===== src/rtl/core/sil_pkg.sv =====
`timescale 1ns / 1ps

package sil_pkg;

    localparam int TABLE_ENTRIES = 64;
    localparam int TAG_WIDTH     = 32;

    localparam int ADDR_W   = 32;
    localparam int FIELD_W  = 32;
    localparam int STATUS_W = 2;
    localparam int IN_DATA_W  = 4 * FIELD_W;
    localparam int OUT_DATA_W = FIELD_W;

    // entry index and fill count; the count must also hold TABLE_ENTRIES itself
    localparam int IDX_W = (TABLE_ENTRIES > 1) ? $clog2(TABLE_ENTRIES) : 1;
    localparam int CNT_W = $clog2(TABLE_ENTRIES + 1);

    // command queue between front and back
    localparam int Q_DEPTH = 2;
    localparam int Q_PTR_W = (Q_DEPTH > 1) ? $clog2(Q_DEPTH) : 1;
    localparam int Q_CNT_W = $clog2(Q_DEPTH + 1);

    typedef logic [TAG_WIDTH-1:0] t_tag;

    typedef enum logic [0:0] {
        OP_ADD    = 1'b0,
        OP_LOCATE = 1'b1
    } t_op;

    typedef enum logic [STATUS_W-1:0] {
        ST_ADDED     = 2'd0,
        ST_FULL      = 2'd1,
        ST_FOUND     = 2'd2,
        ST_NOT_FOUND = 2'd3
    } t_status;

    typedef enum logic [1:0] {
        S_IDLE,
        S_SCAN,
        S_DONE
    } t_state;

    typedef struct packed {
        t_op                op;
        logic [ADDR_W-1:0]  start;
        logic [FIELD_W-1:0] length;
        t_tag               tag;
        logic [ADDR_W-1:0]  addr;
    } t_cmd;

    typedef struct packed {
        logic [ADDR_W-1:0]  start;
        logic [FIELD_W-1:0] length;
        t_tag               tag;
    } t_entry;

    typedef struct packed {
        logic full;
        logic empty;
    } t_q_status;

    function automatic t_tag tag_from_field(input logic [FIELD_W-1:0] f);
        logic [63:0] w;
        w = 64'(f);
        return w[TAG_WIDTH-1:0];
    endfunction

    function automatic logic [FIELD_W-1:0] tag_to_field(input t_tag t);
        logic [63:0] w;
        w = 64'(t);
        return w[FIELD_W-1:0];
    endfunction

endpackage


===== src/rtl/core/sil_queue.sv =====
`timescale 1ns / 1ps

module sil_queue
    import sil_pkg::*;
(
    input  logic      i_clk,
    input  logic      i_rst_n,
    input  logic      i_push,
    input  t_cmd      i_cmd,
    input  logic      i_pop,
    output t_cmd      o_cmd,
    output t_q_status o_status
);

    t_cmd               r_slot [Q_DEPTH];
    logic [Q_PTR_W-1:0] r_wr_ptr;
    logic [Q_PTR_W-1:0] r_rd_ptr;
    logic [Q_CNT_W-1:0] r_cnt;
    logic               w_push;
    logic               w_pop;

    assign o_status.full  = (r_cnt == Q_CNT_W'(Q_DEPTH));
    assign o_status.empty = (r_cnt == '0);
    assign w_push = i_push && !o_status.full;
    assign w_pop  = i_pop && !o_status.empty;
    assign o_cmd  = r_slot[r_rd_ptr];

    function automatic logic [Q_PTR_W-1:0] ptr_next(input logic [Q_PTR_W-1:0] p);
        if (p == Q_PTR_W'(Q_DEPTH - 1)) begin
            return '0;
        end
        return p + 1'b1;
    endfunction

    always_ff @(posedge i_clk) begin
        if (!i_rst_n) begin
            r_wr_ptr <= '0;
            r_rd_ptr <= '0;
            r_cnt    <= '0;
        end else begin
            if (w_push) begin
                r_wr_ptr <= ptr_next(r_wr_ptr);
            end
            if (w_pop) begin
                r_rd_ptr <= ptr_next(r_rd_ptr);
            end
            if (w_push && !w_pop) begin
                r_cnt <= r_cnt + 1'b1;
            end else if (w_pop && !w_push) begin
                r_cnt <= r_cnt - 1'b1;
            end
        end
    end

    always_ff @(posedge i_clk) begin
        if (w_push) begin
            r_slot[r_wr_ptr] <= i_cmd;
        end
    end

endmodule


===== config.mk =====
export PLATFORM = sky130hd
export DESIGN_NAME = sil_queue
export DESIGN_NICKNAME = d
export VERILOG_FILES = /design/src/rtl/core/sil_pkg.sv /design/src/rtl/core/sil_queue.sv
export SDC_FILE = /design/constraint.sdc
export NUM_CORES = 1
export LEC_CHECK = 0
export BUFFER_PORTS_ARGS = -buffer_cell sky130_fd_sc_hd__buf_2
export CAP_MARGIN = 20
export CORE_MARGIN = 1
export CORE_UTILIZATION = 30
export CTS_CLUSTER_DIAMETER = 50
export CTS_CLUSTER_SIZE = 30
export DETAILED_ROUTE_END_ITERATION = 8
export HOLD_SLACK_MARGIN = 0.12
export SLEW_MARGIN = 40
export SYNTH_ARGS = -nofsm -noshare
export SYNTH_HDL_FRONTEND = slang
export SYNTH_SLANG_ARGS = --single-unit
export TNS_END_PERCENT = 50

===== constraint.sdc =====
create_clock -name i_clk -period 12.75 [get_ports i_clk]
set_input_delay 2.55 -clock i_clk [delete_from_list [all_inputs] [get_ports i_clk]]
set_output_delay 2.55 -clock i_clk [all_outputs]
set_load 0.005 [all_outputs]

=== Word level (Yosys, flattened, before mapping) ===
Memory sizes are Yosys's and may differ from the RTL's. A register that Yosys moved wholly into a read port is not among the register bits.
Index checks and enable logic that the tools add are counted.
Widths: inputs -> output; s select.

* $add $sub $neg: 4
* Eq/ne operators: 1
* Reductions and logical operators: 10
* Mux-type cells: 16

{| class="wikitable"
|+ Operator list
! kind !! number
|-
| $mux 1 || 14
|-
| $logic_and 1x1->1 || 4
|-
| $logic_not 1->1 || 4
|-
| $mux 2 || 2
|-
| $add 1x1->1 const B || 2
|-
| $add 2x1->2 const B || 1
|-
| $eq 2x2->1 const B || 1
|-
| $logic_not 2->1 || 1
|-
| $reduce_bool 2->1 || 1
|-
| $sub 2x1->2 const B || 1
|}

* Memories: 1
* RAM bits: 258
* Logic and storage cells: 35
* Bits in registers: 4
* Input port bits: 133

{| class="wikitable"
|+ Memory list
! memory !! depth !! width !! rd ports !! clocked after memory_dff !! write ports !! line !! RTL
|-
| r_slot || 2 || 129 || 1 || 1 || 1 || sil_queue.sv:15 || <nowiki>t_cmd r_slot [Q_DEPTH];</nowiki>
|}

=== Depth between registers and ports, before layout ===
Gate-level depths: netlist of the first run.

* Depth after elaboration: 8
* Gate-level depth with buffers: 7
* Gate-level depth less buffers: 7

=== Worst setup path before layout of the first run ===
OpenSTA, ideal clock, no wires.

* Path kind: input to register
* Start point: input i_push
* End point: memory r_slot[0][0] (netlist bit) (enable)
* Setup slack: 4553 ps
* Setup time: 595 ps
* Arrival: 7602 ps
* Stages: 2
* Path through: inv_1 > nor3_2

* Cells in the longest elaborated chain, start to end: 3

{| class="wikitable"
|+ Ends and longest elaborated chain
! element !! line !! RTL
|-
| from (decl) || sil_queue.sv:8 || <nowiki>input logic i_push,</nowiki>
|-
| $logic_and 1x1->1 || sil_queue.sv:24 || <nowiki>assign w_push = i_push && !o_status.full;</nowiki>
|-
| $mux 1 || sil_queue.sv:56 || <nowiki>if (w_push) begin</nowiki>
|-
| $mux 1 (implied by the code) || sil_queue.sv:57 || <nowiki>r_slot[r_wr_ptr] <= i_cmd;</nowiki>
|-
| to (decl) || sil_queue.sv:15 ||
|}

No other way between the ends.

==> impl_metrics.tcl, run 1 <==
set metrics [dict create \
    post_route_cells_drive_above_1_share_pct 60.3 \
    final_common_cell "sky130_fd_sc_hd__buf_2" \
    layout.nets 843 \
    pwr_density_cell_mw_per_mm2 195 \
    synth-warning-count 0 \
    failed_checks "DRC" \
    postSynthAreaPerCell_um2 22.5 \
    yosys_register_bits 263 \
    post_cts.resized_instances 0 \
    critical_path.max_fanout 71 \
    detailed_route_wl_um 18700 \
    routedWlPerCell_um 16.5 \
    endpoint_kind "primary output" \
    synth_nets 560 \
    die_h_um 181 \
    layoutNonFillerInstCount 1131 \
    timing.final.crit_period_ns 4.87 \
    arrival_ns 2.32 \
    most-common-layout-cells "263 x sky130_fd_sc_hd__buf_2, 258 x sky130_fd_sc_hd__edfxtp_1, 129 x sky130_fd_sc_hd__mux2_2, 27 x sky130_fd_sc_hd__clkbuf_16, 5 x sky130_fd_sc_hd__clkinv_1" \
    worst-r2r-setup-slack_ns 10.58 \
    post-route-drc-count 2 \
    cts.clk_slew.worst_paths_ns 0.06 \
    ys_types 21 \
    drt-pass1-iter-count 7 \
    grt_max_degree 131 \
    min_path_type "reg2reg" \
    rows 65 \
    synth.yosys.seq_area_share_pct 82.0 \
    worstMarginPinSlew_ns 0.810 \
    path_class "reg2out" \
    status "finished, violations left" \
    synth_area_mm2 0.00957 \
    synthCells 426 \
    portion_of_the_clock_cycle_consumed_by_the_worst_path_in_the_final_layout_pct 38.2 \
    cell_at_the_root_of_the_clock_tree "sky130_fd_sc_hd__clkbuf_16" \
    fin_worst_skew_ns 0.00763 \
    vias_in_the_first_global_route 4976 \
    cap_viol_max_count 0 \
    io_buffers 263 \
    setup.worst_path.start_class "flop" \
    fillcell_total 2918 \
    start_util_pct 30.4 \
    num_vias 4859 \
    route.detailed.vias_per_inst 4.30 \
    cts_hold_buffers 0 \
    timing.final.max_slew_violations 0 \
    final-setup-viol-count 0 \
    worstSkewPairLatency_ns 0.52 \
    global_route.overflow_total 0 \
    hold_viol_final 0 \
    critical_path_required_ns 10.20 \
    headroom_to_the_max_slew_limit_pct 46.0 \
    setup_repair_after_global_routing_missed_its_margin "no" \
    die_w_um 181 \
    core_region_area_mm2 0.0315 \
    cts_max_level 1 \
    cts.path.max_buffers 3 \
    boundaryPins 264 \
    post_cts_buffers 0 \
    total_leakage_power_nw 4.45 \
    peak_vdd_ir_uv 117 \
    number_of_antenna_violations_at_the_first_check_in_global_routing 1 \
    grtUsageTotal_pct 11.3 \
    globalplace.congestion 0.697 \
    fin_tns_setup_ns 0 \
    clock_tree_from_tritoncts "done" \
    maxClockFrequency_ghz 0.205 \
    area_growth_syn_to_layout_pct 27.1 \
    die_area_mm2 0.0326 \
    clkSinkCount 263 \
    place_hpwl_um 12000 \
    grt_pass1_wl_um 28700 \
    drtIter0Drc 232 \
    cts_inserted_buffers 27 \
    place.detailed.instances 1082 \
    number_of_antenna_violating_nets_in_the_routed_design 0 \
]
synth_stat cells:
cell	instances	area, um^2
sky130_fd_sc_hd__xor2_1	1	8.76
sky130_fd_sc_hd__a21boi_1	1	7.51
sky130_fd_sc_hd__o21ai_0	1	5.00
sky130_fd_sc_hd__buf_2	1	5.00
sky130_fd_sc_hd__nand2b_1	1	6.26
sky130_fd_sc_hd__inv_1	2	7.51
sky130_fd_sc_hd__edfxtp_1	258	7750
sky130_fd_sc_hd__and3_1	1	6.26
sky130_fd_sc_hd__o21ai_1	1	5.00
sky130_fd_sc_hd__mux2_2	129	1450
sky130_fd_sc_hd__a21boi_0	1	7.51
sky130_fd_sc_hd__or3_1	1	6.26
sky130_fd_sc_hd__o21a_1	1	7.51
sky130_fd_sc_hd__nor3_2	1	10.0
sky130_fd_sc_hd__buf_6	10	113
sky130_fd_sc_hd__nor2_1	2	7.51
sky130_fd_sc_hd__buf_4	3	22.5
sky130_fd_sc_hd__ha_1	1	12.5
sky130_fd_sc_hd__xnor2_1	2	17.5
sky130_fd_sc_hd__and2_1	3	18.8
sky130_fd_sc_hd__dfxtp_1	5	100
path summary, 6_finish.rpt:
path / startpoint / to / cells after the start
max: flop / o_cmd[14] / 3
min: r_cnt[1] / r_cnt[1] / 2
max reg2reg: r_cnt[0] / r_slot[1][25] / 3
min reg2reg: r_cnt[1] / r_cnt[1] / 2
final cells by class:
type / instances / area, um^2 / share of cell area (%)
timing repair buffer: 268 / 1380 / 11.4
inverter: 2 / 7.51 / 0.0617
tap: 402 / 503 / 4.13
sequential: 263 / 7850 / 64.5
multi-input combinational: 147 / 1590 / 13.1
clock inverter: 17 / 143 / 1.17
clock buffer: 31 / 691 / 5.67
antenna: 1 / 2.50 / 0.0206
power breakdown:
part | leakage [nW] | switching, mW | total, mW | internal, mW
clock | 0.400 | 0.323 | 0.736 | 0.413
sequential | 2.45 | 0.0363 | 1.12 | 1.09
combinational | 1.60 | 0.249 | 0.509 | 0.260
total | 4.45 | 0.608 | 2.37 | 1.76
routing by layer:
metal  track usage, %  wire length [um]  vias up
met5                0                 0        -
met4             3.83               452        0
met3             2.81              1200       33
met2             19.3              9330      171
met1             13.8              7720     2386
li1                 -                 -     2269
critical path: stages, from the launching register on:
cell                      delay (ns)
sky130_fd_sc_hd__dfxtp_4        0.57
sky130_fd_sc_hd__buf_6          0.57
sky130_fd_sc_hd__mux2_2         0.43
sky130_fd_sc_hd__buf_2          0.14
cell families (layout without fill, tap and decap cells):
kind of cell,Yosys count,in the layout,synth area share [%]
flip-flops,263,263,82.0
multiplexers,129,129,15.2
buffers and inverters,16,318,1.54
AND/OR/NAND/NOR,9,9,0.575
AO/OA/AOI/OAI,5,5,0.340
XOR/XNOR,3,3,0.274
adder cells (fa/ha/maj),1,1,0.131
other,0,1,0
sequential cells by signal, indices dropped and copies added, names as in the netlist, named ones only:
signal    count
r_slot      258
r_cnt         2
r_rd_ptr      1
r_wr_ptr      1
stage by stage:
stage | area (um^2) | util (%) | hold WS [ns] | setup WS [ns] | power [mW]
after floorplan | 9570 | - | 0.483 | 4.55 | 1.46
after global placement | 11300 | 35.9 | 0.504 | 7.76 | 1.65
after detailed placement | 11300 | 36.0 | 0.523 | 8.41 | 1.66
after CTS | 12200 | 38.7 | 0.534 | 7.83 | 2.41
after global routing | 12200 | 38.7 | 0.566 | 7.76 | 2.48
final | 12200 | 38.7 | 0.533 | 7.88 | 2.37
(Power assumes the default switching activity.)
==> run 2, diff against run 1 <==
--- a/config.mk
+++ b/config.mk
@@ -5,6 +5,7 @@
 export SDC_FILE = /design/constraint.sdc
 export NUM_CORES = 1
 export LEC_CHECK = 0
+export ABC_AREA = 1
 export BUFFER_PORTS_ARGS = -buffer_cell sky130_fd_sc_hd__buf_2
 export CAP_MARGIN = 20
 export CORE_MARGIN = 1
==> constraint.sdc (replaced) <==
create_clock -name i_clk -period 4.75 [get_ports i_clk]
set_input_delay 0.95 -clock i_clk [delete_from_list [all_inputs] [get_ports i_clk]]
set_output_delay 0.95 -clock i_clk [all_outputs]
set_load 0.005 [all_outputs]
==> run 2 against run 1 <==
  * The run now ends clean
  * Critical path type unchanged
  * Global-route usage about the same
  * Synthesized cell count grew 3.1%
  * Area after synthesis increased by 0.20%
  * Count of clock-buffer cells in the layout increased by 1
  * Final cell count increased by 2.0%
  * Largest cell class unchanged
==> impl_metrics.tcl, run 2 <==
set metrics [dict create \
    status "completed" \
    timing.final.crit_period_ns 3.28 \
    synth.yosys.seq_area_share_pct 81.8 \
    post-route-drc-count 0 \
    rows 65 \
    r2r_cells 3 \
    grt_max_degree 67 \
    synth_area_mm2 0.00959 \
    total_leakage_power_nw 4.57 \
    grtUsageTotal_pct 11.2 \
    number_of_antenna_violating_nets_in_the_routed_design 0 \
    post_cts.resized_instances 0 \
    pwr_density_cell_mw_per_mm2 527 \
    place_hpwl_um 12300 \
    grt_pass1_wl_um 28600 \
    worstMarginPinSlew_ns 0.684 \
    core_region_area_mm2 0.0315 \
    synth_nets 573 \
    setup_repair_after_global_routing_missed_its_margin "no" \
    critPathSlowestCell "sky130_fd_sc_hd__dfxtp_4" \
    start_util_pct 30.5 \
    clkPwrFrac_pct 34.7 \
    critical_path_required_ns 3.80 \
    crit_path_cell_trace "buf_12 -> buf_4 -> mux2_2 -> buf_2" \
    cts.path.max_buffers 3 \
    worstSkewPairLatency_ns 0.55 \
    routedWlPerCell_um 16.5 \
    cts_hold_buffers 0 \
    min_path_type "reg2reg" \
    endpoint_kind "primary output" \
    place.detailed.instances 1097 \
    boundaryPins 264 \
    post_route_cells_drive_above_1_share_pct 60.6 \
    largest_register "r_slot" \
    synth-warning-count 0 \
    pwr-share-comb_pct 18.7 \
    power.switching_fraction_pct 26.1 \
    portion_of_the_clock_cycle_consumed_by_the_worst_path_in_the_final_layout_pct 69.0 \
    synthArstFlopShare_pct 0 \
    timing.final.max_slew_violations 0 \
    detailed_route_wl_um 19000 \
    most-common-layout-cells "263 x sky130_fd_sc_hd__buf_2, 258 x sky130_fd_sc_hd__edfxtp_1, 129 x sky130_fd_sc_hd__mux2_2, 31 x sky130_fd_sc_hd__clkbuf_16" \
    vias_in_the_first_global_route 5260 \
    die_h_um 181 \
    cts.clk_slew.worst_paths_ns 0.06 \
    cap_viol_max_count 0 \
    hold-worst-slack_ns 0.499 \
    yosys_register_bits 263 \
    synthCells 439 \
    synthFlopType "sky130_fd_sc_hd__edfxtp_1" \
    die_area_mm2 0.0327 \
    drtIter0Drc 244 \
    maxClockFrequency_ghz 0.305 \
    yosysMostFrequentCell "sky130_fd_sc_hd__edfxtp_1" \
    reg.largest.list "r_slot (258), r_cnt (2)" \
    synth_top_area_share_pct 80.8 \
    clkSinkCount 263 \
    sw_pwr_mw 1.70 \
    postSynthAreaPerCell_um2 21.9 \
    critical_path.max_fanout 32 \
    multiInputGateArea_mm2 0.00158 \
    fillcell_total 2927 \
    ys_types 13 \
    global_route.overflow_total 0 \
    holdPathStages 2 \
    post_synth_most_frequent_cells "258 x sky130_fd_sc_hd__edfxtp_1, 129 x sky130_fd_sc_hd__mux2_2, 13 x sky130_fd_sc_hd__buf_6, 11 x sky130_fd_sc_hd__nor2_1, 9 x sky130_fd_sc_hd__inv_1" \
    cts_max_level 1 \
    peak_vdd_ir_uv 368 \
    worst_path_largest_cell_delay_ns 0.66 \
    synth_top_area_cell "sky130_fd_sc_hd__edfxtp_1" \
    seq_power_share_pct 46.6 \
    cts_inserted_buffers 30 \
    num_vias 4955 \
    final_common_cell "sky130_fd_sc_hd__buf_2" \
    area_growth_syn_to_layout_pct 29.1 \
    area.sequential_mm2 0.00785 \
    die_w_um 181 \
    globalplace.congestion 0.752 \
    arrival_ns 2.33 \
    synth-edff-count 258 \
    final-setup-viol-count 0 \
    route.detailed.vias_per_inst 4.29 \
    pre_cts_ws_ns 1.98 \
    finalCoreUtilization_pct 39.3 \
    cell_at_the_root_of_the_clock_tree "sky130_fd_sc_hd__clkbuf_16" \
    headroom_to_the_max_slew_limit_pct 54.4 \
    path_class "reg2out" \
    clock_tree_from_tritoncts "done" \
    layout.nets 861 \
    internal_power_mw 4.83 \
    number_of_antenna_violations_at_the_first_check_in_global_routing 7 \
    drt-pass1-iter-count 4 \
    hold_viol_final 0 \
    worst_slack_ns 1.47 \
    yosys-top-cells-area "sky130_fd_sc_hd__edfxtp_1 81%, sky130_fd_sc_hd__mux2_2 15%, sky130_fd_sc_hd__buf_6 1.5%" \
    setup.worst_path.start_class "flop" \
    post_cts_buffers 0 \
    fin_worst_skew_ns 0.0123 \
    largest_reg_flops 258 \
    layoutNonFillerInstCount 1154 \
    io_buffers 263 \
]
-- run 2: final cells by class --
cell class              instances  area share [%]
inverters                       9           0.273
diodes                          6           0.121
repair buffers                270            11.4
multi-input cells             153            12.7
flip-flops and latches        263            63.4
clock buffers                  32            6.30
well taps                     402            4.06
clock inverters                19            1.73
-- run 2: power groups by stage --
stage	Sequential, mW	Clock, mW	Combinational (mW)
2_1_floorplan	3.07	0	0.762
6_report	3.04	2.26	1.22
3_3_place_gp	3.11	0	1.20
4_1_cts	3.05	2.34	1.26
3_5_place_dp	3.09	0	1.25
5_1_grt	3.07	2.42	1.33
-- run 2: path summary, 6_finish.rpt --
check | startpoint | to | slack, ns
setup / recovery | flop | o_cmd[96] | 1.47
hold / removal | r_rd_ptr | flop | 0.50
setup reg to reg | r_cnt[0] | r_slot[0][9] | 2.98
hold reg to reg | r_rd_ptr | flop | 0.50
-- run 2: kinds of logic after synthesis --
| logic type | count (synthesis) | synth area share [%] |
|---|---|---|
| AOI/OAI and AO/OA | 4 | 0.209 |
| DFF | 263 | 81.8 |
| adders and majority gates | 1 | 0.130 |
| buffers and inverters | 23 | 1.93 |
| muxes | 129 | 15.1 |
| and+or+nand+nor | 19 | 0.783 |
-- run 2: metrics by stage --
step,power (mW),area (um^2),TNS (ns)
global route,6.82,12400,0
global placement,4.31,11300,0
detailed placement,4.34,11400,0
floorplan,3.83,9600,-50.61
finish,6.53,12400,0
CTS,6.64,12400,0
-- run 2: routing by layer --
metal	GRT usage, %	vias up	routed length, um
li1	-	2318	-
met5	0	-	17
met3	3.95	30	1350
met1	12.5	2440	7370
met4	4.31	2	497
met2	19.7	165	9750
-- run 2: worst max-delay path: cells and delay by family (launching register included) --
| kind | cells | cell delay [ns] |
|---|---|---|
| buf+inv | 3 | 0.72 |
| flops | 1 | 0.66 |
| mux | 1 | 0.39 |
