`config.mk`:
```
export PLATFORM = sky130hd
export DESIGN_NAME = sil_front
export DESIGN_NICKNAME = d
export VERILOG_FILES = /design/src/rtl/core/sil_pkg.sv /design/src/rtl/core/sil_front.sv
export SDC_FILE = /design/constraint.sdc
export NUM_CORES = 1
export LEC_CHECK = 0
export ABC_AREA = 1
export BUFFER_PORTS_ARGS = -buffer_cell sky130_fd_sc_hd__clkbuf_2
export CAP_MARGIN = 10
export CELL_PAD_IN_SITES_DETAIL_PLACEMENT = 1
export CELL_PAD_IN_SITES_GLOBAL_PLACEMENT = 2
export CORE_MARGIN = 5
export CORE_UTILIZATION = 30
export CTS_BUF_LIST = sky130_fd_sc_hd__clkbuf_4 sky130_fd_sc_hd__clkbuf_8
export CTS_CLUSTER_DIAMETER = 200
export DETAILED_ROUTE_END_ITERATION = 12
export PLACE_DENSITY = 0.95
export REMOVE_ABC_BUFFERS = 1
export SLEW_MARGIN = 25
export SYNTH_ARGS = -nofsm -noshare
export SYNTH_HDL_FRONTEND = slang
export SYNTH_SLANG_ARGS = --single-unit
```
`constraint.sdc`:
```
create_clock -name i_clk -period 13.7 [get_ports i_clk]
set_input_delay 2.74 -clock i_clk [delete_from_list [all_inputs] [get_ports i_clk]]
set_output_delay 2.74 -clock i_clk [all_outputs]
set_load 0.005 [all_outputs]
```
`src/rtl/core/sil_pkg.sv`:
```
`timescale 1ns / 1ps

package sil_pkg;

    localparam int TABLE_ENTRIES = 64;
    localparam int TAG_WIDTH     = 32;

    localparam int ADDR_W   = 32;
    localparam int FIELD_W  = 32;
    localparam int STATUS_W = 2;
    localparam int IN_DATA_W  = 4 * FIELD_W;
    localparam int OUT_DATA_W = FIELD_W;

    // entry index and fill count; the count must also hold TABLE_ENTRIES itself
    localparam int IDX_W = (TABLE_ENTRIES > 1) ? $clog2(TABLE_ENTRIES) : 1;
    localparam int CNT_W = $clog2(TABLE_ENTRIES + 1);

    // command queue between front and back
    localparam int Q_DEPTH = 2;
    localparam int Q_PTR_W = (Q_DEPTH > 1) ? $clog2(Q_DEPTH) : 1;
    localparam int Q_CNT_W = $clog2(Q_DEPTH + 1);

    typedef logic [TAG_WIDTH-1:0] t_tag;

    typedef enum logic [0:0] {
        OP_ADD    = 1'b0,
        OP_LOCATE = 1'b1
    } t_op;

    typedef enum logic [STATUS_W-1:0] {
        ST_ADDED     = 2'd0,
        ST_FULL      = 2'd1,
        ST_FOUND     = 2'd2,
        ST_NOT_FOUND = 2'd3
    } t_status;

    typedef enum logic [1:0] {
        S_IDLE,
        S_SCAN,
        S_DONE
    } t_state;

    typedef struct packed {
        t_op                op;
        logic [ADDR_W-1:0]  start;
        logic [FIELD_W-1:0] length;
        t_tag               tag;
        logic [ADDR_W-1:0]  addr;
    } t_cmd;

    typedef struct packed {
        logic [ADDR_W-1:0]  start;
        logic [FIELD_W-1:0] length;
        t_tag               tag;
    } t_entry;

    typedef struct packed {
        logic full;
        logic empty;
    } t_q_status;

    function automatic t_tag tag_from_field(input logic [FIELD_W-1:0] f);
        logic [63:0] w;
        w = 64'(f);
        return w[TAG_WIDTH-1:0];
    endfunction

    function automatic logic [FIELD_W-1:0] tag_to_field(input t_tag t);
        logic [63:0] w;
        w = 64'(t);
        return w[FIELD_W-1:0];
    endfunction

endpackage

```
`src/rtl/core/sil_front.sv`:
```
`timescale 1ns / 1ps

module sil_front
    import sil_pkg::*;
(
    input  logic                 i_clk,
    input  logic                 i_rst_n,
    input  logic                 s_axis_tvalid,
    output logic                 s_axis_tready,
    input  logic [IN_DATA_W-1:0] s_axis_tdata,  // range_start, range_length, position_tag, query_address
    input  logic                 s_axis_tuser,  // mode
    input  t_q_status            i_q_status,
    output logic                 o_push,
    output t_cmd                 o_cmd
);

    logic r_valid;
    t_cmd r_cmd;
    logic w_accept;

    assign o_push        = r_valid && !i_q_status.full;
    assign s_axis_tready = !r_valid || !i_q_status.full;
    assign w_accept      = s_axis_tvalid && s_axis_tready;
    assign o_cmd         = r_cmd;

    always_ff @(posedge i_clk) begin
        if (!i_rst_n) begin
            r_valid <= 1'b0;
        end else if (w_accept) begin
            r_valid <= 1'b1;
        end else if (o_push) begin
            r_valid <= 1'b0;
        end
    end

    // decode the item into a command; tag is cut to the stored width here
    always_ff @(posedge i_clk) begin
        if (w_accept) begin
            r_cmd.op     <= t_op'(s_axis_tuser);
            r_cmd.start  <= s_axis_tdata[FIELD_W-1:0];
            r_cmd.length <= s_axis_tdata[2*FIELD_W-1:FIELD_W];
            r_cmd.tag    <= tag_from_field(s_axis_tdata[3*FIELD_W-1:2*FIELD_W]);
            r_cmd.addr   <= s_axis_tdata[4*FIELD_W-1:3*FIELD_W];
        end
    end

endmodule

```
After elaboration in Yosys (flattened, before gate mapping)
Cells that the tools add are included.

storage, ports and cells
  flip-flop bits (word level) = 130
  bits of input ports = 134
  output and inout port bits = 131
  logic and storage cells = 14

operators by class
  muxes and demuxes = 2
  reductions and logical operators = 6

operators by type and width
  operator            number
  1-bit logical AND   2
  1-bit zero test     2
  1-bit 2-to-1 mux    2
  2-bit nonzero test  1
  1-bit logical OR    1

Logic depth before layout (Yosys ltp)
Gate-level depths: netlist (run 1).

  depth in word-level cells = 4
  mapped depth = 2
  depth with buffers taken out = 2

Least setup slack after synthesis (run 1)
Ideal clock, no wire load.

  kind = in2reg
  start = input s_axis_tvalid
  end = register r_cmd, in the netlist o_cmd[0] (enable)
  setup time = 0.659 ns
  data arrival time = 9.011 ns
  required time = 13.041 ns
  slack = 4.029 ns
  stages on the path = 2
  path buffers = 0
  cell sequence = inv_1 -> a21oi_1

between the ends
  word-level cells in the longest chain between the ends = 1

ends and longest elaborated chain
  element             RTL line         RTL
  start, declared     sil_front.sv:8   input logic s_axis_tvalid,
  1-bit logical AND   sil_front.sv:23  assign w_accept = s_axis_tvalid && s_axis_tready;
  named net w_accept  sil_front.sv:19  logic w_accept;
  end, declared       sil_front.sv:18  t_cmd r_cmd;

The timed path passes the listed nets, and every way through them passes these cells.
A chain may end at the register's enable or synchronous reset.

Final worst setup path (run 1)
  start = input i_q_status[1] in the netlist's numbering
  end = output o_push

between the ends
  word-level cells in the longest chain between the ends = 2

ends and longest elaborated chain
  element            RTL line         RTL
  start, declared    sil_front.sv:12  input t_q_status i_q_status,
  1-bit zero test    sil_front.sv:21  assign o_push = r_valid && !i_q_status.full;
  1-bit logical AND  sil_front.sv:21
  end, declared      sil_front.sv:13  output logic o_push,

No other way between the ends.

==> qor.yml, run 1 <==
netlist_instances: 137
power_density_nw_per_um2: 143.2
cp.required_ps: 10960
n_fill_cell: 1334
cts_root_buffer: "clkbuf_8"
track_usage: 0.1400
arrival_ps: 3110
finalSetupViolCount: 0
area_growth_pct: 49.65
numCtsBuffers: 17
drv_slew: 0
grt_overflow_total: 0
drive_above_1_share: 0.6912
clk_latency_ps: 420
yosysSeqAreaShare: 0.9911
p_leak_nw: 2.584
crit_slowest_cell: "clkbuf_2"
r2r_setup_slack_ps: 11360
die_h_um: 124.4
worstMarginPinSlew_ps: 920.3
fmax_mhz: 171.0
rsz0062_at_grt: "false"
cts_sinks: 130
relSlewSlack: 0.3865
cp_num_buf_inv: 2
hold_viol: 0
yosysWarnings: 0
ys_ff_latch: 130
placed_cells: 574
nets: 555
worst_ir_drop_vdd_mv: 0.06898
cts_setup_buffers: 0
core_sq_um: 12720
outcome: "complete, no violations"
holdBufCountCts: 0
drc: 0
crit_type: "in2out"
path_max_fanout: 3
ant_nets: 0
antenna_found_initial: 0
synthDistinctLibCells: 7
path_cells: "clkbuf_2 -> nor2_1 -> clkbuf_2"
grt_pass1_vias: 2818
htreeDepth: 4
antenna_cells: 0
cpMostUsedCell: "clkbuf_2"
io_buffers: 263
fin_crit_sh: 0.4270
crit_family: "buffers and inverters"
hold_path.class: "reg2reg"
dieArea_sq_um: 15480
firstDrtPassIters: 4
initial_core_util: 0.3088
fin_tns_setup_ps: 0
post_cts_resized: 0
skew_ps: 9.950
period_needed_ps: 5849
cp-end-kind: "primary output"
grt_start_max_net_pins: 74
drt_iter0_markers: 112
clockBufferDepth: 2
dpl.hpwl_um: 8466
stdcell_count: 606
grt_pass1_wl_um: 16350
io_pins: 265
netlist_area_sq_um: 3929
vias: 2463
crit_path_start_kind: "primary input"
via_per_inst: 4.064
slowest_delay_ps: 130
place.gp.congestion: 0.7982
die_w_um: 124.4
wire_per_inst_um: 17.74
cts_tree: "done"
avgSynthCellArea_sq_um: 28.68
maxCapViolCount: 0
cts.clk_slew.worst_paths_ps: 70
wl_um: 10750
row_count: 41
==> metal layers <==
metal  part of all wire  global-route usage  up-vias
met5                  0                   0        -
met4              0.012             0.05222        0
met3              0.095             0.07290       12
met2               0.54              0.2430      156
met1               0.36              0.1433     1177
li1                   -                   -     1118
==> synth_stat cells, drive strengths merged <==
master	instances	area, sq um
edfxtp	129	3874
inv	3	11.26
a21oi	2	13.76
dfxtp	1	20.02
nand2	1	6.260
nor2	1	3.750
==> layout make-up <==
class	instances	area (sq um)	area share
Clock buffer	22	284.0	0.04831
Clock inverter	10	108.9	0.01851
Inverter	3	11.26	0.001915
Multi-Input combinational cell	4	35.03	0.005959
Sequential cell	130	3894	0.6623
Tap cell	172	215.2	0.03660
Timing Repair Buffer	265	1331	0.2264
==> sequential cells by signal, summed over array words and instances, names as in the netlist <==
signal and cells:
r_valid 1, o_cmd 129
==> report_power, final <==
group	internal (mW)	leakage, nW	total (mW)	switching (mW)
combinational	0.0275	1.12	0.0560	0.0284
clock	0.176	0.203	0.314	0.138
sequential	0.466	1.26	0.472	0.00668
==> cell families (layout without fill, tap and decap cells) <==
kind of cell    Yosys count  in the layout  synth area share
flops                   130            130            0.9911
compound gates            2              2          0.003502
simple gates              2              2          0.002548
buf+inv                   3            300          0.002866
==> placed cells by master, fill, tap and decap left out <==
master / Yosys / routed
a21oi_2: 1 / 1
a21oi_4: 0 / 1
buf_4: 0 / 2
bufinv_16: 0 / 2
clkbuf_2: 0 / 263
clkbuf_4: 0 / 3
clkbuf_8: 0 / 19
clkinv_2: 0 / 5
clkinv_4: 0 / 1
clkinvlp_4: 0 / 2
dfxtp_1: 1 / 1
edfxtp_1: 129 / 129
inv_1: 3 / 3
nand2_2: 1 / 1
nor2_1: 1 / 1
==> worst reg2reg max path, stage by stage (launching register included) <==
cell and delay [ps]:
dfxtp_1 360, a21oi_4 120, buf_4 560, buf_4 850
==> path summary, 6_finish.rpt <==
kind                                           start                    to  depth (start not counted)
worst max-delay path                   i_q_status[1]                o_push                          3
worst min-delay path            r_valid$_SDFFE_PN0P_  r_valid$_SDFFE_PN0P_                          2
worst max register to register  r_valid$_SDFFE_PN0P_    o_cmd[7]$_DFFE_PP_                          3
worst min register to register  r_valid$_SDFFE_PN0P_  r_valid$_SDFFE_PN0P_                          2
==> per-stage QoR <==
| stage | total power, mW | utilization | worst slack, ps | hold WS (ps) | cell area [sq um] |
|---|---|---|---|---|---|
| detailed placement | 0.5393 | 0.4313 | 7848 | 525.8 | 5487 |
| global route | 0.8841 | 0.4621 | 7818 | 567.3 | 5879 |
| global placement | 0.5348 | 0.4313 | 7857 | 502.9 | 5487 |
| finish | 0.8421 | 0.4621 | 7851 | 531.7 | 5879 |
| floorplan | 0.4956 | - | 4029 | 471.5 | 3929 |
| CTS | 0.8580 | 0.4621 | 7845 | 536.9 | 5879 |
No activity file was read; power rests on OpenSTA's default activity.
==> inputs of run 2 (changes only) <==
--- a/config.mk
+++ b/config.mk
@@ -5,17 +5,17 @@
 export SDC_FILE = /design/constraint.sdc
 export NUM_CORES = 1
 export LEC_CHECK = 0
-export ABC_AREA = 1
+export ABC_AREA = 0
 export BUFFER_PORTS_ARGS = -buffer_cell sky130_fd_sc_hd__clkbuf_2
 export CAP_MARGIN = 10
 export CELL_PAD_IN_SITES_DETAIL_PLACEMENT = 1
 export CELL_PAD_IN_SITES_GLOBAL_PLACEMENT = 2
 export CORE_MARGIN = 5
-export CORE_UTILIZATION = 30
+export CORE_UTILIZATION = 25
 export CTS_BUF_LIST = sky130_fd_sc_hd__clkbuf_4 sky130_fd_sc_hd__clkbuf_8
 export CTS_CLUSTER_DIAMETER = 200
 export DETAILED_ROUTE_END_ITERATION = 12
-export PLACE_DENSITY = 0.95
+export PLACE_DENSITY = 0.87
 export REMOVE_ABC_BUFFERS = 1
 export SLEW_MARGIN = 25
 export SYNTH_ARGS = -nofsm -noshare
==> constraint.sdc (replaced) <==
create_clock -name i_clk -period 5.18 [get_ports i_clk]
set_input_delay 1.036 -clock i_clk [delete_from_list [all_inputs] [get_ports i_clk]]
set_output_delay 1.036 -clock i_clk [all_outputs]
set_load 0.005 [all_outputs]
==> run 2 against run 1 <==
  * Global-route usage fell by 1.9 points
  * Synthesized cell count fell by 1.5%
  * Register-to-register slack got worse by 8200 ps
  * Clock-buffer cell count fell by 5
  * Clock power rose to 2.7 times the previous value
  * Sequential power rose to 2.6 times the previous value
  * Worst hold slack improved by 23 ps
  * Non-clock buffer count did not move
  * Area after synthesis fell by 0.13%
  * Sequential share of layout area fell by 0.45 points
  * First-iteration DRC count fell by 4.5%
  * Critical path type unchanged
==> qor.yml, run 2 <==
wl_um: 11250  # +4.6%
path_max_fanout: 3  # unchanged
synth_edf_count: 129  # unchanged
row_count: 45  # +9.8%
dpl.hpwl_um: 8989  # +6.2%
dp_slack_ps: 2251  # -5597 ps
fmax_mhz: 401.7
synth-main-ff-cell: "edfxtp_1"
synthDistinctLibCells: 7  # unchanged
worst_ir_drop_vdd_mv: 0.1433  # +110%
skew_ps: 6.636  # -3.314 ps
cts_sinks: 130  # unchanged
crit_path_start_kind: "primary input"
synth_fa_ha_area_frac: 0  # unchanged
synthMuxAreaShare: 0  # unchanged
via_per_inst: 3.844  # -5.4%
cts.clk_slew.worst_paths_ps: 70  # about the same
power_density_nw_per_um2: 381.3  # +170%
io_buffers: 263  # unchanged
antenna_cells: 0  # unchanged
drt_iter0_markers: 107  # -4.5%
die_w_um: 135.3  # +8.7%
arrival_ps: 1450  # -1660 ps
routed.top_layer: "met5"
synth-simple-area-share: 0.006378  # +0.003830
maxCapViolCount: 0  # unchanged
holdBufCountCts: 0  # unchanged
relSlewSlack: 0.3755  # -0.01093
wl_met1_um: 3870  # +1.2%
drive_above_1_share: 0.6891  # -0.002149
antenna_found_initial: 1  # +1
place.gp.congestion: 0.7187  # -10%
numCtsBuffers: 17  # unchanged
synth_top_family_by_area: "simple AND/OR/NAND/NOR gates"
ant_nets: 0  # unchanged
multiInputGateArea_sq_um: 32.53  # -7.1%
grt_overflow_total: 0  # unchanged
layout_commonest_cell: "clkbuf_2"
die_h_um: 135.3  # +8.7%
cts_setup_buffers: 0  # unchanged
met3_length_um: 1186  # +16%
synth_top_area_frac: 0.9872  # +0.001258
wl_met2_um: 6043  # +4.6%
vias: 2468  # +0.20%
firstDrtPassIters: 3  # -1
cp-end-kind: "primary output"
clk_latency_ps: 420  # about the same
dieArea_sq_um: 18300  # +18%
yosysWarnings: 0  # unchanged
grt_pass1_wl_um: 16260  # -0.51%
yosysSeqAreaShare: 0.9923  # +0.001264
cp.required_ps: 4140  # -6820 ps
fin_tns_setup_ps: 0  # unchanged
layout_common_cells: "clkbuf_2, edfxtp_1, clkbuf_8, clkinv_2, bufinv_16"
synth-xor-area-share: 0  # unchanged
grt_start_max_net_pins: 70  # -5.4%
finalSetupViolCount: 0  # unchanged
rsz0062_at_grt: "false"
p_leak_nw: 2.573  # -0.41%
ys_top_cells_by_area: "edfxtp_1, dfxtp_1, and2b_2, and2_1, nor2b_1"
io_pins: 265  # unchanged
cts_root_buffer: "clkbuf_8"
yosysMostFrequentCell: "edfxtp_1"
track_usage: 0.1207  # -0.01934
n_fill_cell: 1625  # +22%
register_area_sq_um: 3894  # unchanged
worstMarginPinSlew_ps: 936.7  # +16.40 ps
netlist_area_sq_um: 3924  # -0.13%
core_sq_um: 15310  # +20%
drv_slew: 0  # unchanged
hold_path.class: "reg2reg"
post_cts_resized: 0  # unchanged
nets: 553  # -0.36%
timing.final.ws_setup_ps: 2691  # -5160 ps
yosysTopAreaCell: "edfxtp_1"
clockBufferDepth: 2  # unchanged
fin_crit_sh: 0.4806
cts_tree: "done"
grt_pass1_vias: 2848  # +1.1%
synth_compound_area_frac: 0.001276  # -0.002228
area_growth_pct: 50.86
avgSynthCellArea_sq_um: 29.06  # +1.4%
crit_type: "in2out"
netlist_instances: 135  # -1.5%
period_needed_ps: 2489
htreeDepth: 4  # unchanged
hold_viol: 0  # unchanged
ys_ff_latch: 130  # unchanged
wire_per_inst_um: 17.52  # -1.2%
drc: 0  # unchanged
power_mw: 2.257  # +170%
initial_core_util: 0.2562  # -0.05260
synthArstFlopShare: 0  # unchanged
outcome: "complete, no violations"
largest_reg_flops: 129  # unchanged
-- run 2: cell count changes in the layout (fill, tap and decap cells not counted), moves of 2 or more --
cell and change:
clkbuf_4 -3, clkbuf_8 -2, inv_1 -3, inv_6 +2
-- run 2: report_power, final --
group | internal (mW) | switching, mW
Clock | 0.472 | 0.390
Sequential | 1.23 | 0.0173
Combinational | 0.0732 | 0.0747
Total | 1.78 | 0.482
-- run 2: logic make-up after synthesis --
kind of cell,after synthesis
AO/OA/AOI/OAI,1
AND/OR/NAND/NOR,4
flip-flops,130
-- run 2: critical path, stage by stage --
cell and delay [ps]:
clkbuf_2 100, and2b_2 210, clkbuf_2 110
-- run 2: cell type report --
class,instances,share of cell area
flip-flops and latches,130,0.6578
repair buffers,265,0.2249
well taps,211,0.04460
clock buffers,17,0.03953
clock inverters,14,0.02769
multi-input cells,5,0.005496
-- run 2: metrics by stage --
stage,cell area (sq um),util,hold slack (ps),instances
after detailed placement,5522,0.3605,554.6,611
after CTS,5919,0.3865,565.3,642
after global placement,5522,0.3605,514.5,611
after floorplan,3924,-,487.9,135
after global routing,5919,0.3865,584.1,642
final,5919,0.3865,554.5,642
-- run 2: path summary, 6_finish.rpt --
path / start / endpoint / slack, ps / cells after the start
hold / removal: r_valid$_SDFFE_PN0P_ / r_valid$_SDFFE_PN0P_ / 550 / 2
hold reg to reg: r_valid$_SDFFE_PN0P_ / r_valid$_SDFFE_PN0P_ / 550 / 2
setup / recovery: i_q_status[1] / o_push / 2690 / 3
setup reg to reg: r_valid$_SDFFE_PN0P_ / o_cmd[48]$_DFFE_PP_ / 3140 / 3
-- run 2: routing by layer --
layer	vias up	track usage
li1	1115	-
met1	1183	0.1174
met2	153	0.2199
met3	15	0.05981
met4	2	0.04367
met5	-	0
==> inputs of run 3 (changes only) <==
--- a/config.mk
+++ b/config.mk
@@ -11,11 +11,11 @@
 export CELL_PAD_IN_SITES_DETAIL_PLACEMENT = 1
 export CELL_PAD_IN_SITES_GLOBAL_PLACEMENT = 2
 export CORE_MARGIN = 5
-export CORE_UTILIZATION = 25
+export CORE_UTILIZATION = 28
 export CTS_BUF_LIST = sky130_fd_sc_hd__clkbuf_4 sky130_fd_sc_hd__clkbuf_8
 export CTS_CLUSTER_DIAMETER = 200
 export DETAILED_ROUTE_END_ITERATION = 12
-export PLACE_DENSITY = 0.87
+export PLACE_DENSITY = 0.91
 export REMOVE_ABC_BUFFERS = 1
 export SLEW_MARGIN = 25
 export SYNTH_ARGS = -nofsm -noshare
==> constraint.sdc (replaced) <==
create_clock -name i_clk -period 2.49 [get_ports i_clk]
set_input_delay 0.498 -clock i_clk [delete_from_list [all_inputs] [get_ports i_clk]]
set_output_delay 0.498 -clock i_clk [all_outputs]
set_load 0.005 [all_outputs]
==> run 3 against run 2 <==
  * Worst setup slack worse by 1700 ps
  * Clock power up 94%
  * Design area is 0.59% lower
  * Critical endpoint unchanged
==> qor.yml, run 3 (same netlist as run 2, synthesis figures left out) <==
outcome: "complete, no violations"
power_density_nw_per_um2: 778.4  # +100%
relSlewSlack: 0.7846  # +0.4090
antenna_cells: 0  # unchanged
cts_sinks: 130  # unchanged
ant_nets: 0  # unchanged
stdcell_count: 612  # -4.7%
crit_cells: 2  # -1
htreeDepth: 4  # unchanged
grt_overflow_total: 0  # unchanged
largest_reg_flops: 129  # unchanged
maxCapViolCount: 0  # unchanged
arrival_ps: 1050  # -400 ps
fmax_mhz: 646.5
grt_pass1_vias: 2892  # +1.5%
crit_type: "reg2out"
dpl.hpwl_um: 8668  # -3.6%
area_growth_pct: 49.97
wire_per_inst_um: 17.55  # +0.15%
r2r_setup_slack_ps: 1070  # -2070 ps
postLayoutCellArea_sq_um: 5884  # -0.59%
dieArea_sq_um: 16480  # -9.9%
worstMarginPinSlew_ps: 323.2  # -613.5 ps
row_count: 43  # -4.4%
crit_slowest_cell: "dfxtp_1"
crit_path_start_kind: "flip-flop"
path_cells: "and2b_2 -> clkbuf_2"
layout_common_cells: "clkbuf_2, edfxtp_1, clkbuf_8, clkinvlp_4"
cts_tree: "done"
grt_start_max_net_pins: 61  # -13%
skew_ps: 7.386  # +0.7501 ps
clk_latency_ps: 420  # about the same
place_area_sq_um: 5508  # -0.25%
rsz0062_at_grt: "false"
wl_um: 10740  # -4.5%
clockBufferDepth: 2  # unchanged
worst_ir_drop_vdd_mv: 0.3398  # +140%
slowest_delay_ps: 330  # +120 ps
antenna_found_initial: 0  # -1
layout_commonest_cell: "clkbuf_2"
finalSetupViolCount: 0  # unchanged
hold_path.class: "in2reg"
drive_above_1_share: 0.6852  # -0.003910
n_fill_cell: 1434  # -12%
path_max_fanout: 3  # unchanged
holdBufCountCts: 0  # unchanged
numCtsBuffers: 17  # unchanged
cp-startpoint: "r_valid$_SDFFE_PN0P_"
period_needed_ps: 1547
post_cts_resized: 0  # unchanged
vias: 2477  # +0.36%
cts_root_buffer: "clkbuf_8"
via_per_inst: 4.047  # +5.3%
placed_cells: 580  # -5.1%
io_buffers: 263  # unchanged
cp_num_buf_inv: 1  # -1
track_usage: 0.1298  # +0.009085
cp-end-kind: "primary output"
firstDrtPassIters: 5  # +2
nets: 553  # unchanged
cts.clk_slew.worst_paths_ps: 70  # about the same
worst_r2r_path_depth: 3  # unchanged
die_h_um: 128.4  # -5.1%
cp.required_ps: 1990  # -2150 ps
drc: 0  # unchanged
hold_viol: 0  # unchanged
drt_iter0_markers: 75  # -30%
drv_slew: 0  # unchanged
r2r-end: "o_cmd[9]$_DFFE_PP_"
core_sq_um: 13830  # -9.7%
fin_crit_sh: 0.6212
grt_pass1_wl_um: 15610  # -4.0%
crit_family: "flip-flops"
io_pins: 265  # unchanged
p_leak_nw: 2.563  # -0.41%
cts_setup_buffers: 0  # unchanged
r2r-start: "r_valid$_SDFFE_PN0P_"
initial_core_util: 0.2838  # +0.02757
place.gp.congestion: 0.7806  # +8.6%
whs_ps: 246.7  # -307.8 ps
endpoint: "o_push"
die_w_um: 128.4  # -5.1%
## run 3: cell types whose count changed in the layout (fill, tap and decap cells not counted)
| cell | delta |
|---|---|
| buf_12 | +2 |
| buf_4 | -2 |
| clkinv_1 | +2 |
| clkinvlp_4 | +2 |
| bufinv_16 | -1 |
| clkinv_2 | -1 |
| inv_6 | -1 |
## run 3: worst register-to-register path, cell delays in order, from the launching register on
cell and delay [ps]:
dfxtp_1 330, nand2_1 90, and2_4 300, buf_12 320
## run 3: how the worst min path moves through the flow
stage,start,endpoint,slack (ps),cells after the start
after global routing,s_axis_tdata[47],o_cmd[79]$_DFFE_PP_,190,1
after floorplan,r_valid$_SDFFE_PN0P_,r_valid$_SDFFE_PN0P_,490,2
after global placement,r_valid$_SDFFE_PN0P_,r_valid$_SDFFE_PN0P_,520,2
after CTS,s_axis_tdata[84],o_cmd[52]$_DFFE_PP_,200,1
final,s_axis_tdata[109],o_cmd[13]$_DFFE_PP_,250,1
after detailed placement,r_valid$_SDFFE_PN0P_,r_valid$_SDFFE_PN0P_,540,2
## run 3: power by group
part,switching [mW],internal (mW)
Sequential,0.0351,2.56
Combinational,0.156,0.158
Clock,0.796,0.876
## run 3: area by class of cell
class | instances | area [sq um] | area share
timing repair buffer | 265 | 1356 | 0.2305
tap | 180 | 225.2 | 0.03827
sequential | 130 | 3894 | 0.6617
clock buffer | 17 | 234.0 | 0.03976
clock inverter | 15 | 142.6 | 0.02424
multi-input combinational | 5 | 32.53 | 0.005528
## run 3: metrics by stage
stage               power, mW  setup TNS (ps)  setup WS [ps]  utilization
floorplan               2.711         -202440          -1569            -
global placement        2.949               0          856.4       0.3983
detailed placement      2.970               0          795.7       0.3983
CTS                     4.672               0          890.3       0.4256
global route            4.805               0          866.6       0.4256
finish                  4.581               0          943.2       0.4256
## run 3: routing by layer
layer | part of all wire | up-vias | GRT usage
met5 | 0 | - | 0
met4 | 0.012 | 0 | 0.05243
met3 | 0.11 | 8 | 0.06517
met2 | 0.52 | 162 | 0.2271
met1 | 0.35 | 1188 | 0.1314
li1 | - | 1119 | -
